$ cat src/sv/mtnc_pkg.sv
package mtnc_pkg;

    localparam int STACK_DEPTH = 16;
    localparam int NAME_BYTES  = 20;

    localparam int CNT_W      = $clog2(STACK_DEPTH + 1);
    localparam int TOP_W      = (STACK_DEPTH > 1) ? $clog2(STACK_DEPTH) : 1;
    localparam int POS_W      = $clog2(NAME_BYTES);
    localparam int NAME_DEPTH = STACK_DEPTH * NAME_BYTES;
    localparam int NAME_AW    = $clog2(NAME_DEPTH);

    localparam int QUEUE_DEPTH = 4;
    localparam int QPTR_W      = $clog2(QUEUE_DEPTH);
    localparam int QCNT_W      = $clog2(QUEUE_DEPTH + 1);

    localparam logic [7:0] CH_LT    = 8'h3C;
    localparam logic [7:0] CH_GT    = 8'h3E;
    localparam logic [7:0] CH_SLASH = 8'h2F;

    typedef enum logic [2:0] {
        ERR_NONE,
        ERR_MISMATCH,
        ERR_EMPTY,
        ERR_OVERFLOW,
        ERR_TOO_LONG,
        ERR_UNCLOSED
    } err_t;

    typedef enum logic [1:0] {
        OP_NONE,
        OP_START,
        OP_CMP,
        OP_CHECK
    } op_kind_t;

    typedef struct packed {
        logic [7:0]       text_byte;
        logic [POS_W-1:0] pos;
        op_kind_t         kind;
        logic             stack_empty;
        err_t             ferr;
        logic             more_open;
        logic             doc_end;
    } op_t;

    typedef struct packed {
        op_t              op;
        logic [7:0]       stored_byte;
        logic [POS_W-1:0] stored_len;
    } qent_t;

endpackage

$ cat src/sv/mtnc_in_if.sv
interface mtnc_in_if;
    logic       valid;
    logic       ready;
    logic [7:0] text_byte;
    logic       doc_end;

    modport source (output valid, output text_byte, output doc_end, input ready);
    modport sink (input valid, input text_byte, input doc_end, output ready);
endinterface

$ cat src/sv/mtnc_ram.sv
module mtnc_ram #(
    parameter int WIDTH = 8,
    parameter int DEPTH = 16,
    localparam int AW = (DEPTH > 1) ? $clog2(DEPTH) : 1
) (
    input  logic             clk,
    input  logic             we,
    input  logic [AW-1:0]    waddr,
    input  logic [WIDTH-1:0] wdata,
    input  logic             re,
    input  logic [AW-1:0]    raddr,
    output logic [WIDTH-1:0] rdata
);

    logic [WIDTH-1:0] mem [DEPTH];

    always_ff @(posedge clk)
    begin
        if (we)
        begin
            mem[waddr] <= wdata;
        end
        if (re)
        begin
            rdata <= mem[raddr];
        end
    end

endmodule

$ cat src/sv/mtnc_front.sv
module mtnc_front (
    input  logic                     clk,
    input  logic                     rst_n,
    mtnc_in_if.sink                  text,
    input  logic [mtnc_pkg::QCNT_W-1:0] q_count,
    output logic                     push,
    output mtnc_pkg::qent_t          push_data
);

    import mtnc_pkg::*;

    typedef enum logic [1:0] {
        M_OUTSIDE,
        M_FIRST,
        M_OPEN,
        M_CLOSE
    } mode_t;

    mode_t            mode_reg, mode_next;
    logic [POS_W-1:0] pos_reg, pos_next;
    logic [CNT_W-1:0] count_reg, count_next;
    logic             halt_reg, halt_next;
    logic             s1_valid_reg;
    op_t              s1_op_reg;
    op_t              op_next;

    logic             accept;
    logic             do_open;
    logic             do_close;
    logic             is_gt;
    logic             room;
    logic             too_long;
    logic [CNT_W-1:0] top_cnt;
    logic [TOP_W-1:0] top_idx;
    logic [TOP_W-1:0] push_idx;
    logic             name_we;
    logic             len_we;
    logic [NAME_AW-1:0] name_waddr;
    logic [NAME_AW-1:0] name_raddr;
    logic [7:0]       name_rdata;
    logic [POS_W-1:0] len_rdata;

    assign text.ready = ({1'b0, q_count} + (QCNT_W + 1)'(s1_valid_reg))
                        < (QCNT_W + 1)'(QUEUE_DEPTH);
    assign accept = text.valid && text.ready;

    assign is_gt    = (text.text_byte == CH_GT);
    assign room     = (count_reg < CNT_W'(STACK_DEPTH));
    assign too_long = (pos_reg >= POS_W'(NAME_BYTES - 1));
    assign top_cnt  = count_reg - CNT_W'(1);
    assign top_idx  = top_cnt[TOP_W-1:0];
    assign push_idx = count_reg[TOP_W-1:0];

    assign name_waddr = NAME_AW'(push_idx) * NAME_AW'(NAME_BYTES) + NAME_AW'(pos_reg);
    assign name_raddr = NAME_AW'(top_idx) * NAME_AW'(NAME_BYTES) + NAME_AW'(pos_reg);

    always_comb
    begin
        mode_next  = mode_reg;
        pos_next   = pos_reg;
        count_next = count_reg;
        halt_next  = halt_reg;
        do_open    = 1'b0;
        do_close   = 1'b0;
        name_we    = 1'b0;
        len_we     = 1'b0;

        op_next.text_byte   = text.text_byte;
        op_next.pos         = pos_reg;
        op_next.kind        = OP_NONE;
        op_next.stack_empty = (count_reg == '0);
        op_next.ferr        = ERR_NONE;
        op_next.doc_end     = text.doc_end;

        if (!halt_reg)
        begin
            case (mode_reg)
                M_OUTSIDE:
                begin
                    if (text.text_byte == CH_LT)
                    begin
                        mode_next    = M_FIRST;
                        pos_next     = '0;
                        op_next.kind = OP_START;
                    end
                end
                M_FIRST:
                begin
                    if (text.text_byte == CH_SLASH)
                    begin
                        mode_next = M_CLOSE;
                    end
                    else
                    begin
                        mode_next = M_OPEN;
                        do_open   = 1'b1;
                    end
                end
                M_OPEN:
                begin
                    do_open = 1'b1;
                end
                M_CLOSE:
                begin
                    do_close = 1'b1;
                end
                default:
                begin
                    mode_next = M_OUTSIDE;
                end
            endcase
        end

        if (do_open)
        begin
            if (is_gt)
            begin
                mode_next = M_OUTSIDE;
                if (!room)
                begin
                    op_next.ferr = ERR_OVERFLOW;
                    halt_next    = 1'b1;
                end
                else
                begin
                    len_we     = accept;
                    count_next = count_reg + CNT_W'(1);
                end
            end
            else if (too_long)
            begin
                op_next.ferr = ERR_TOO_LONG;
                halt_next    = 1'b1;
            end
            else
            begin
                name_we  = accept && room;
                pos_next = pos_reg + POS_W'(1);
            end
        end

        if (do_close)
        begin
            if (is_gt)
            begin
                mode_next = M_OUTSIDE;
                if (count_reg == '0)
                begin
                    op_next.ferr = ERR_EMPTY;
                    halt_next    = 1'b1;
                end
                else
                begin
                    op_next.kind = OP_CHECK;
                    count_next   = top_cnt;
                end
            end
            else if (too_long)
            begin
                op_next.ferr = ERR_TOO_LONG;
                halt_next    = 1'b1;
            end
            else
            begin
                op_next.kind = OP_CMP;
                pos_next     = pos_reg + POS_W'(1);
            end
        end

        op_next.more_open = (count_next != '0);
    end

    mtnc_ram #(
        .WIDTH (8),
        .DEPTH (NAME_DEPTH)
    ) u_name_ram (
        .clk   (clk),
        .we    (name_we),
        .waddr (name_waddr),
        .wdata (text.text_byte),
        .re    (accept),
        .raddr (name_raddr),
        .rdata (name_rdata)
    );

    mtnc_ram #(
        .WIDTH (POS_W),
        .DEPTH (STACK_DEPTH)
    ) u_len_ram (
        .clk   (clk),
        .we    (len_we),
        .waddr (push_idx),
        .wdata (pos_reg),
        .re    (accept),
        .raddr (top_idx),
        .rdata (len_rdata)
    );

    always_ff @(posedge clk or negedge rst_n)
    begin
        if (!rst_n)
        begin
            mode_reg     <= M_OUTSIDE;
            pos_reg      <= '0;
            count_reg    <= '0;
            halt_reg     <= 1'b0;
            s1_valid_reg <= 1'b0;
        end
        else
        begin
            s1_valid_reg <= accept;
            if (accept)
            begin
                if (text.doc_end)
                begin
                    mode_reg  <= M_OUTSIDE;
                    pos_reg   <= '0;
                    count_reg <= '0;
                    halt_reg  <= 1'b0;
                end
                else
                begin
                    mode_reg  <= mode_next;
                    pos_reg   <= pos_next;
                    count_reg <= count_next;
                    halt_reg  <= halt_next;
                end
            end
        end
    end

    always_ff @(posedge clk)
    begin
        if (accept)
        begin
            s1_op_reg <= op_next;
        end
    end

    assign push                  = s1_valid_reg;
    assign push_data.op          = s1_op_reg;
    assign push_data.stored_byte = name_rdata;
    assign push_data.stored_len  = len_rdata;

endmodule

$ cat src/flat_wrapper.sv
// flat-port wrapper written by rule: the top's interface ports become plain ports
module mtnc_front_flat import mtnc_pkg::*;
  (clk, rst_n, q_count, push, push_data, text_valid, text_text_byte, text_doc_end, text_ready);
  mtnc_in_if text_i ();
  input  logic clk;
  input  logic rst_n;
  input  logic [mtnc_pkg::QCNT_W-1:0] q_count;
  output logic push;
  output mtnc_pkg::qent_t push_data;
  input wire logic [$bits(text_i.valid)-1:0] text_valid;
  input wire logic [$bits(text_i.text_byte)-1:0] text_text_byte;
  input wire logic [$bits(text_i.doc_end)-1:0] text_doc_end;
  output wire logic [$bits(text_i.ready)-1:0] text_ready;
  assign text_i.valid = text_valid;
  assign text_i.text_byte = text_text_byte;
  assign text_i.doc_end = text_doc_end;
  assign text_ready = text_i.ready;
  mtnc_front u_core (.clk(clk), .rst_n(rst_n), .text(text_i), .q_count(q_count), .push(push), .push_data(push_data));
endmodule
$ cat config.mk
export PLATFORM = sky130hd
export DESIGN_NAME = mtnc_front_flat
export DESIGN_NICKNAME = d
export VERILOG_FILES = /design/src/sv/mtnc_pkg.sv /design/src/sv/mtnc_in_if.sv /design/src/sv/mtnc_ram.sv /design/src/sv/mtnc_front.sv /design/src/flat_wrapper.sv
export SDC_FILE = /design/constraint.sdc
export NUM_CORES = 2
export LEC_CHECK = 0
export BUFFER_PORTS_ARGS = -buffer_cell sky130_fd_sc_hd__buf_4
export CAP_MARGIN = 15
export CORE_MARGIN = 2
export CORE_UTILIZATION = 55
export CTS_BUF_LIST = sky130_fd_sc_hd__clkbuf_16
export DETAILED_ROUTE_END_ITERATION = 8
export PLACE_DENSITY = 0.71
export SLEW_MARGIN = 20
export SYNTH_ARGS = -nofsm -noshare
export SYNTH_HDL_FRONTEND = slang
export SYNTH_SLANG_ARGS = --single-unit
$ cat constraint.sdc
create_clock -name clk -period 6.7 [get_ports clk]
set_clock_uncertainty 0.05 [all_clocks]
set_input_delay 1.34 -clock clk [delete_from_list [all_inputs] [get_ports clk]]
set_output_delay 1.34 -clock clk [all_outputs]
set_load 0.05 [all_outputs]
### Yosys cells after proc, flatten, opt, wreduce, memory -nomap -nowiden

Memory sizes are Yosys's and may differ from the RTL's. A register that Yosys moved wholly into a read port is not among the register bits.
Index checks and enable logic that the tools add are counted.

| operators by class | value |
|---|---|
| multiply operators | 2 |
| add/sub/neg operators | 6 |
| mux-type cells | 65 |
| div/mod/pow operators | 0 |
| shift-type cells | 0 |
| reduce and logical (&&, ||, !) cells | 5 |
| bitwise logic cells | 0 |
| order comparisons | 3 |
| equal/unequal tests | 6 |

Operators by type and width:

| cell | count |
|---|---|
| two-way mux 5 bit | 17 |
| two-way mux 2 bit | 14 |
| two-way mux 1 bit | 25 |
| == test 8 x 6 -> 1 bit (second input constant) | 3 |
| two-way mux 3 bit | 7 |
| adder 9 x 5 -> 9 bit | 2 |
| multiplier 4 x 3 -> 7 bit (second input constant) | 2 |
| adder 5 x 1 -> 5 bit (second input constant) | 2 |
| greater-or-equal comparator 5 bit (second input constant) | 1 |
| zero test 5 bit | 1 |
| less-than comparator 5 bit (second input constant) | 1 |
| nonzero test 5 bit | 1 |
| subtractor 5 x 1 -> 5 bit (second input constant) | 1 |
| adder 3 x 1 -> 4 bit | 1 |
| == test 2 bit (second input constant) | 2 |
| less-than comparator 4 x 3 -> 1 bit (second input constant) | 1 |
| case mux 2 bit (2 select lines) | 1 |
| == test 2 x 1 -> 1 bit (second input constant) | 1 |
| logical AND 1 bit | 2 |
| zero test 2 bit | 1 |
| case mux 1 bit (2 select lines) | 1 |

| storage, ports and cells | value |
|---|---|
| bits of input ports | 15 |
| register bits after elaboration | 35 |
| word-level logic and storage cells | 101 |
| latch bits | 0 |
| memories | 2 |
| output and inout port bits | 36 |
| bits in read-only memories | 0 |
| bits in writable memories | 2640 |

Memories:

| memory | words | width | read ports | clocked after memory_dff | write ports | line | RTL |
|---|---|---|---|---|---|---|---|
| u_core.u_name_ram.mem | 320 | 8 | 1 | 1 | 1 | mtnc_ram.sv:15 | `logic [WIDTH-1:0] mem [DEPTH];` |
| u_core.u_len_ram.mem | 16 | 5 | 1 | 1 | 1 | mtnc_ram.sv:15 |  |

### Longest topological paths before layout

| depth | value |
|---|---|
| depth after elaboration | 11 |
| depth in mapped cells | 20 |
| mapped depth without buffers | 15 |

### Hierarchy

From an unflattened synthesis, not the netlist that was laid out.

| second synthesis, totals | value |
|---|---|
| cells, all modules | 5002 |
| area total of the unflattened synthesis | 105199.6 um^2 |

By module, submodules not included:

| module | area an instance (um^2) | sequential area each (um^2) | cells an instance | times used |
|---|---|---|---|---|
| mtnc_ram (u_core.u_name_ram) | 99459.1 | 77114.0 | 4606 | 1 |
| mtnc_ram (u_core.u_len_ram) | 3263.1 | 2552.4 | 155 | 1 |
| mtnc_front | 2477.4 | 980.9 | 241 | 1 |

### Worst setup path before layout

OpenSTA, ideal clock, no wires.

| timing path | value |
|---|---|
| path type | reg-to-reg |
| start point | reg u_core.count_reg[0] |
| end point | reg u_core.u_name_ram.rdata[6] (read register of u_core.u_name_ram.mem), data pin |
| data arrival time | 5.102 ns |
| period minus slack after synthesis | 5.424 ns |
| required time | 6.378 ns |
| path buffers | 5 |
| library setup time | 0.272 ns |
| setup slack | 1.276 ns |
| cell stages (with the launch flop) | 20 |
| cell sequence | dfrtp_1 buf_4 buf_1 inv_1 ha_1 clkbuf_1 buf_1 inv_1 ha_1 ha_1 inv_1 fa_1 nand2b_1 or2_0 clkbuf_1 a211oi_1 o21ai_0 o311ai_0 a21oi_1 or4_1 |

| on the way | value |
|---|---|
| longest elaborated chain between the ends | 3 |

Ends and longest elaborated chain:

| element | line | RTL |
|---|---|---|
| start: declaration | mtnc_front.sv:21 | `logic [CNT_W-1:0] count_reg, count_next;` |
| start signal: assignment | mtnc_front.sv:225 | `count_reg <= count_next;` |
| subtractor 5 x 1 -> 5 bit | mtnc_front.sv:50 | `assign top_cnt = count_reg - CNT_W'(1);` |
| multiplier 4 x 3 -> 7 bit | mtnc_front.sv:55 | `assign name_raddr = NAME_AW'(top_idx) * NAME_AW'(NAME_BYTES) + NAME_AW'(pos_reg);` |
| adder 9 x 5 -> 9 bit | mtnc_front.sv:55 |  |
| end: declaration | mtnc_ram.sv:12 | `output logic [WIDTH-1:0] rdata` |

No other way between the ends.
A chain may end at the register's enable or synchronous reset.

### Worst setup path in the final report

| timing path | value |
|---|---|
| start point | reg u_core.count_reg[2] |
| end point | reg u_core.u_name_ram.rdata[2] (read register of u_core.u_name_ram.mem), data pin |

The elaborated chain is that of the path after synthesis.

==> summary.txt <==
Clocking
  • Setup fix buffers added after clock tree synthesis: 0
  • CTS Sinks: ~2700
  • CTS tree: built
  • TritonCTS Buffers: ~280
  • Worst skew pair latency: between 900 and 1000 ps
  • CTS root buf: clkbuf_16
  • # H-tree levels: 5
  • CTS resizes: 0
  • Clock Path Buffers: 4
  • Clk slew on worst S/H paths: about 60 ps
  • Hold buffers post-CTS: 0

Global route
  • Antenna violations before repair: 8
  • M1 GR Usage: 0.403
  • First-pass GRT wire length: roughly 390000 microns
  • Vias in the first global route: between 50000 and 60000
  • Largest net degree at the start of global routing: 170
  • Gr usage total: 0.282
  • Met2 usage: 0.418
  • GRT overflow: 0
  • GR met3 Demand/Resource: 0.0783
  • Most used routing layer: met2

Final layout
  • # fillers: between 10000 and 15000
  • Layout cells sized above 1: 0.255
  • Max FFs per register: ~2600
  • Synth-to-Final Area Change: 12.2%
  • Largest Register: u_core.u_name_ram.mem
  • Finished Layout Cells: slightly below 8000
  • Fin nets: 5287

Pwr
  • Seq pwr share: 0.498
  • Internal: between 20 and 30 mW
  • Maximum vdd drop: a little under 0.3 mV
  • Sw power: slightly above 9 mW
  • Tot Pwr: 37.5 mW
  • Clock power share: 0.392
  • Leakage: between 30 and 40 nW
  • Gate power share: 0.110
  • Pwr/cell area: 318 nW/um^2
  • Sw frac: 0.247

Worst setup path
  • CP Max Fanout: 18
  • Worst Setup End Kind: flop
  • Crit path kind: reg2reg
  • Crit path arrival time: about 6300 ps
  • R2r worst-path depth: 13
  • R2R setup slack: just under 1000 ps
  • Type of origin of the critical path: flop
  • Critical path required time: 7290 ps

Floorplan
  • Die area: between 150000 and 200000 sq um
  • Die Ht: between 400 and 500 microns
  • Starting Density: 0.553
  • Top-level I/O count: between 50 and 60
  • Die X: 441 microns
  • Row count: 160
  • Core area: 190000 sq um

Placement
  • Dpl cells: 7467
  • Port Buffer Count: 50
  • GP Congestion: 0.956
  • Setup WS pre-CTS: 1180 ps
  • Post-DP HPWL: between 150000 and 200000 microns

Logic synthesis
  • Flip-flop and latch count after synthesis: between 2000 and 3000
  • Syn avg cell area: between 20 and 25 sq um
  • Register area share after synthesis: 0.768
  • Number of enable flip-flop cells after synthesis: 2674
  • Cell variety after synth: 71
  • Top post-synthesis cells by count: 2674 x edfxtp_1, 640 x mux4_2, 376 x nor2_1
  • Syn Std Cell Area: 105000 sq um
  • Ys flop type: edfxtp_1
  • Most frequent cell after synthesis: edfxtp_1
  • Largest area contributor in the netlist: edfxtp_1
  • Mapped Nets: roughly 5000
  • Most area-consuming cells after synthesis: edfxtp_1 76%, mux4_2 14%, nor2_1 1.3%, mux2i_1 1.3%, mux2_2 0.63%
  • Synth Instances: ~5000
  • Yosys warns: 0
  • Asr flop ratio synth: 0.00521
  • Post-synth top area share: 0.765

Timing
  • Setup TNS: 0 ps
  • Worst-margin pin slew: 1210 ps
  • Period utilisation layout: 0.856
  • Slew Limit Fails: 0
  • Fmax: about 170 MHz
  • Fin crit period: 5730 ps
  • Slew HR: 0.191
  • Final setup viols: 0
  • Worst Setup Slack, final: roughly 970 ps
  • Final Hold Fails: 0
  • RSZ-0062 raised after global routing: no
  • Hold_ws: 249 ps

Detailed routing
  • Vias per inst: roughly 6.8
  • Routed len/inst: 34.4 microns
  • Post-DRT Antenna Nets: 0
  • Starting DRT DRC Count: between 9000 and 10000
  • Routed WL: 273000 microns
  • Vias: about 54000
  • DRC errors left: 0
  • Drt pass-1 iters: 6

Flow run
  • Number of max-cap violations: 0

Min path
  • Worst hold path class: in2async

Outcome
  • Status: complete, no violations
[per-stage QoR]
| step | utilization | area, sq um |
|---|---|---|
| 2_1_floorplan | - | 105000 |
| 3_3_place_gp | 0.575 | 109000 |
| 3_5_place_dp | 0.575 | 109000 |
| 4_1_cts | 0.620 | 118000 |
| 5_1_grt | 0.620 | 118000 |
| 6_report | 0.620 | 118000 |
[power by group through the flow]
| stage | clock [mW] | combinational (mW) | sequential, mW |
|---|---|---|---|
| floorplan | 0 | 2.05 | 19.0 |
| global placement | 0 | 3.84 | 19.0 |
| detailed placement | 0 | 3.92 | 19.0 |
| CTS | 14.8 | 3.93 | 18.7 |
| global route | 15.4 | 4.19 | 18.6 |
| finish | 14.7 | 4.13 | 18.7 |
[worst paths after layout]
kind,endpoint,startpoint
setup / recovery,u_core.u_name_ram.rdata[2]$_DFFE_PP_,u_core.count_reg[2]$_DFFE_PN0P_
hold / removal,u_core.push$_DFF_PN0_,rst_n
setup reg to reg,u_core.u_name_ram.rdata[2]$_DFFE_PP_,u_core.count_reg[2]$_DFFE_PN0P_
hold reg to reg,u_core.mode_reg[0]$_DFFE_PN0P_,u_core.mode_reg[1]$_DFFE_PN0P_
max in group asynchronous,u_core.pos_reg[1]$_DFFE_PN0P_,rst_n
min in group clk,u_core.mode_reg[0]$_DFFE_PN0P_,u_core.mode_reg[1]$_DFFE_PN0P_
[per-layer routing]
layer / share of wire / up-vias
met2: 0.46 / 3718
met1: 0.38 / 28200
met3: 0.12 / 664
met4: 0.043 / 8
li1: - / 21400
met5: 0.00020 / -
[critical path: stages, from the launching register on]
cell and delay [ps]:
dfrtp_1 620, nor3_1 510, xnor2_1 210, inv_1 70, ha_1 280, ha_1 180
inv_1 70, fa_1 670, nand2b_1 200, or2_0 320, nand2_1 580, o41ai_1 1140
nor4_1 210, a211o_1 360
[final cells by class]
type                            count  area [sq um]  area share
Sequential cell                  2688         80700       0.685
Antenna cell                        1          2.50   0.0000212
Multi-Input combinational cell   1961         23000       0.195
Timing Repair Buffer              285          2370      0.0202
Inverter                           22          83.8    0.000712
Clock inverter                    187          1280      0.0109
Tap cell                         2511          3140      0.0267
Clock buffer                      291          7280      0.0618
[cell usage in the layout (no fill, tap or decap), types with 8 or more instances in the layout]
cell type  Yosys  routed
nand2_2        0       9
nand2_1      123     111
and3_1        13      13
clkbuf_16      0     291
nor3_1        25      24
a31oi_1       18      18
a22oi_1       80      80
xnor2_1        9       8
o221ai_1      74      74
edfxtp_1    2674    2674
inv_1         22      77
mux4_2       640     640
mux2i_1      136     136
a21oi_1       65      65
mux2_2        59      59
clkinv_1       0      58
dfrtp_1       14      12
buf_4         32     263
nand3_1       32      28
o211ai_1      14      14
clkinv_2       0      43
ha_1          28      27
and2_1         9       9
buf_12         0      14
bufinv_16      0      18
buf_8          0       8
nor2_1       376     370
nor4_1        14      14
o41ai_1       13      13
o22ai_1       86      86
o21ai_0       35      35
[logic make-up after synthesis]
logic type               Yosys count  share of synthesized area
flip-flops                      2688                      0.768
multiplexers                     835                      0.157
buffers and inverters            311                     0.0145
adder cells (fa/ha/maj)           32                    0.00410
XOR/XNOR                          15                    0.00138
AND/OR/NAND/NOR                  638                     0.0258
AO/OA/AOI/OAI                    441                     0.0296
No activity file was read; power rests on OpenSTA's default activity.
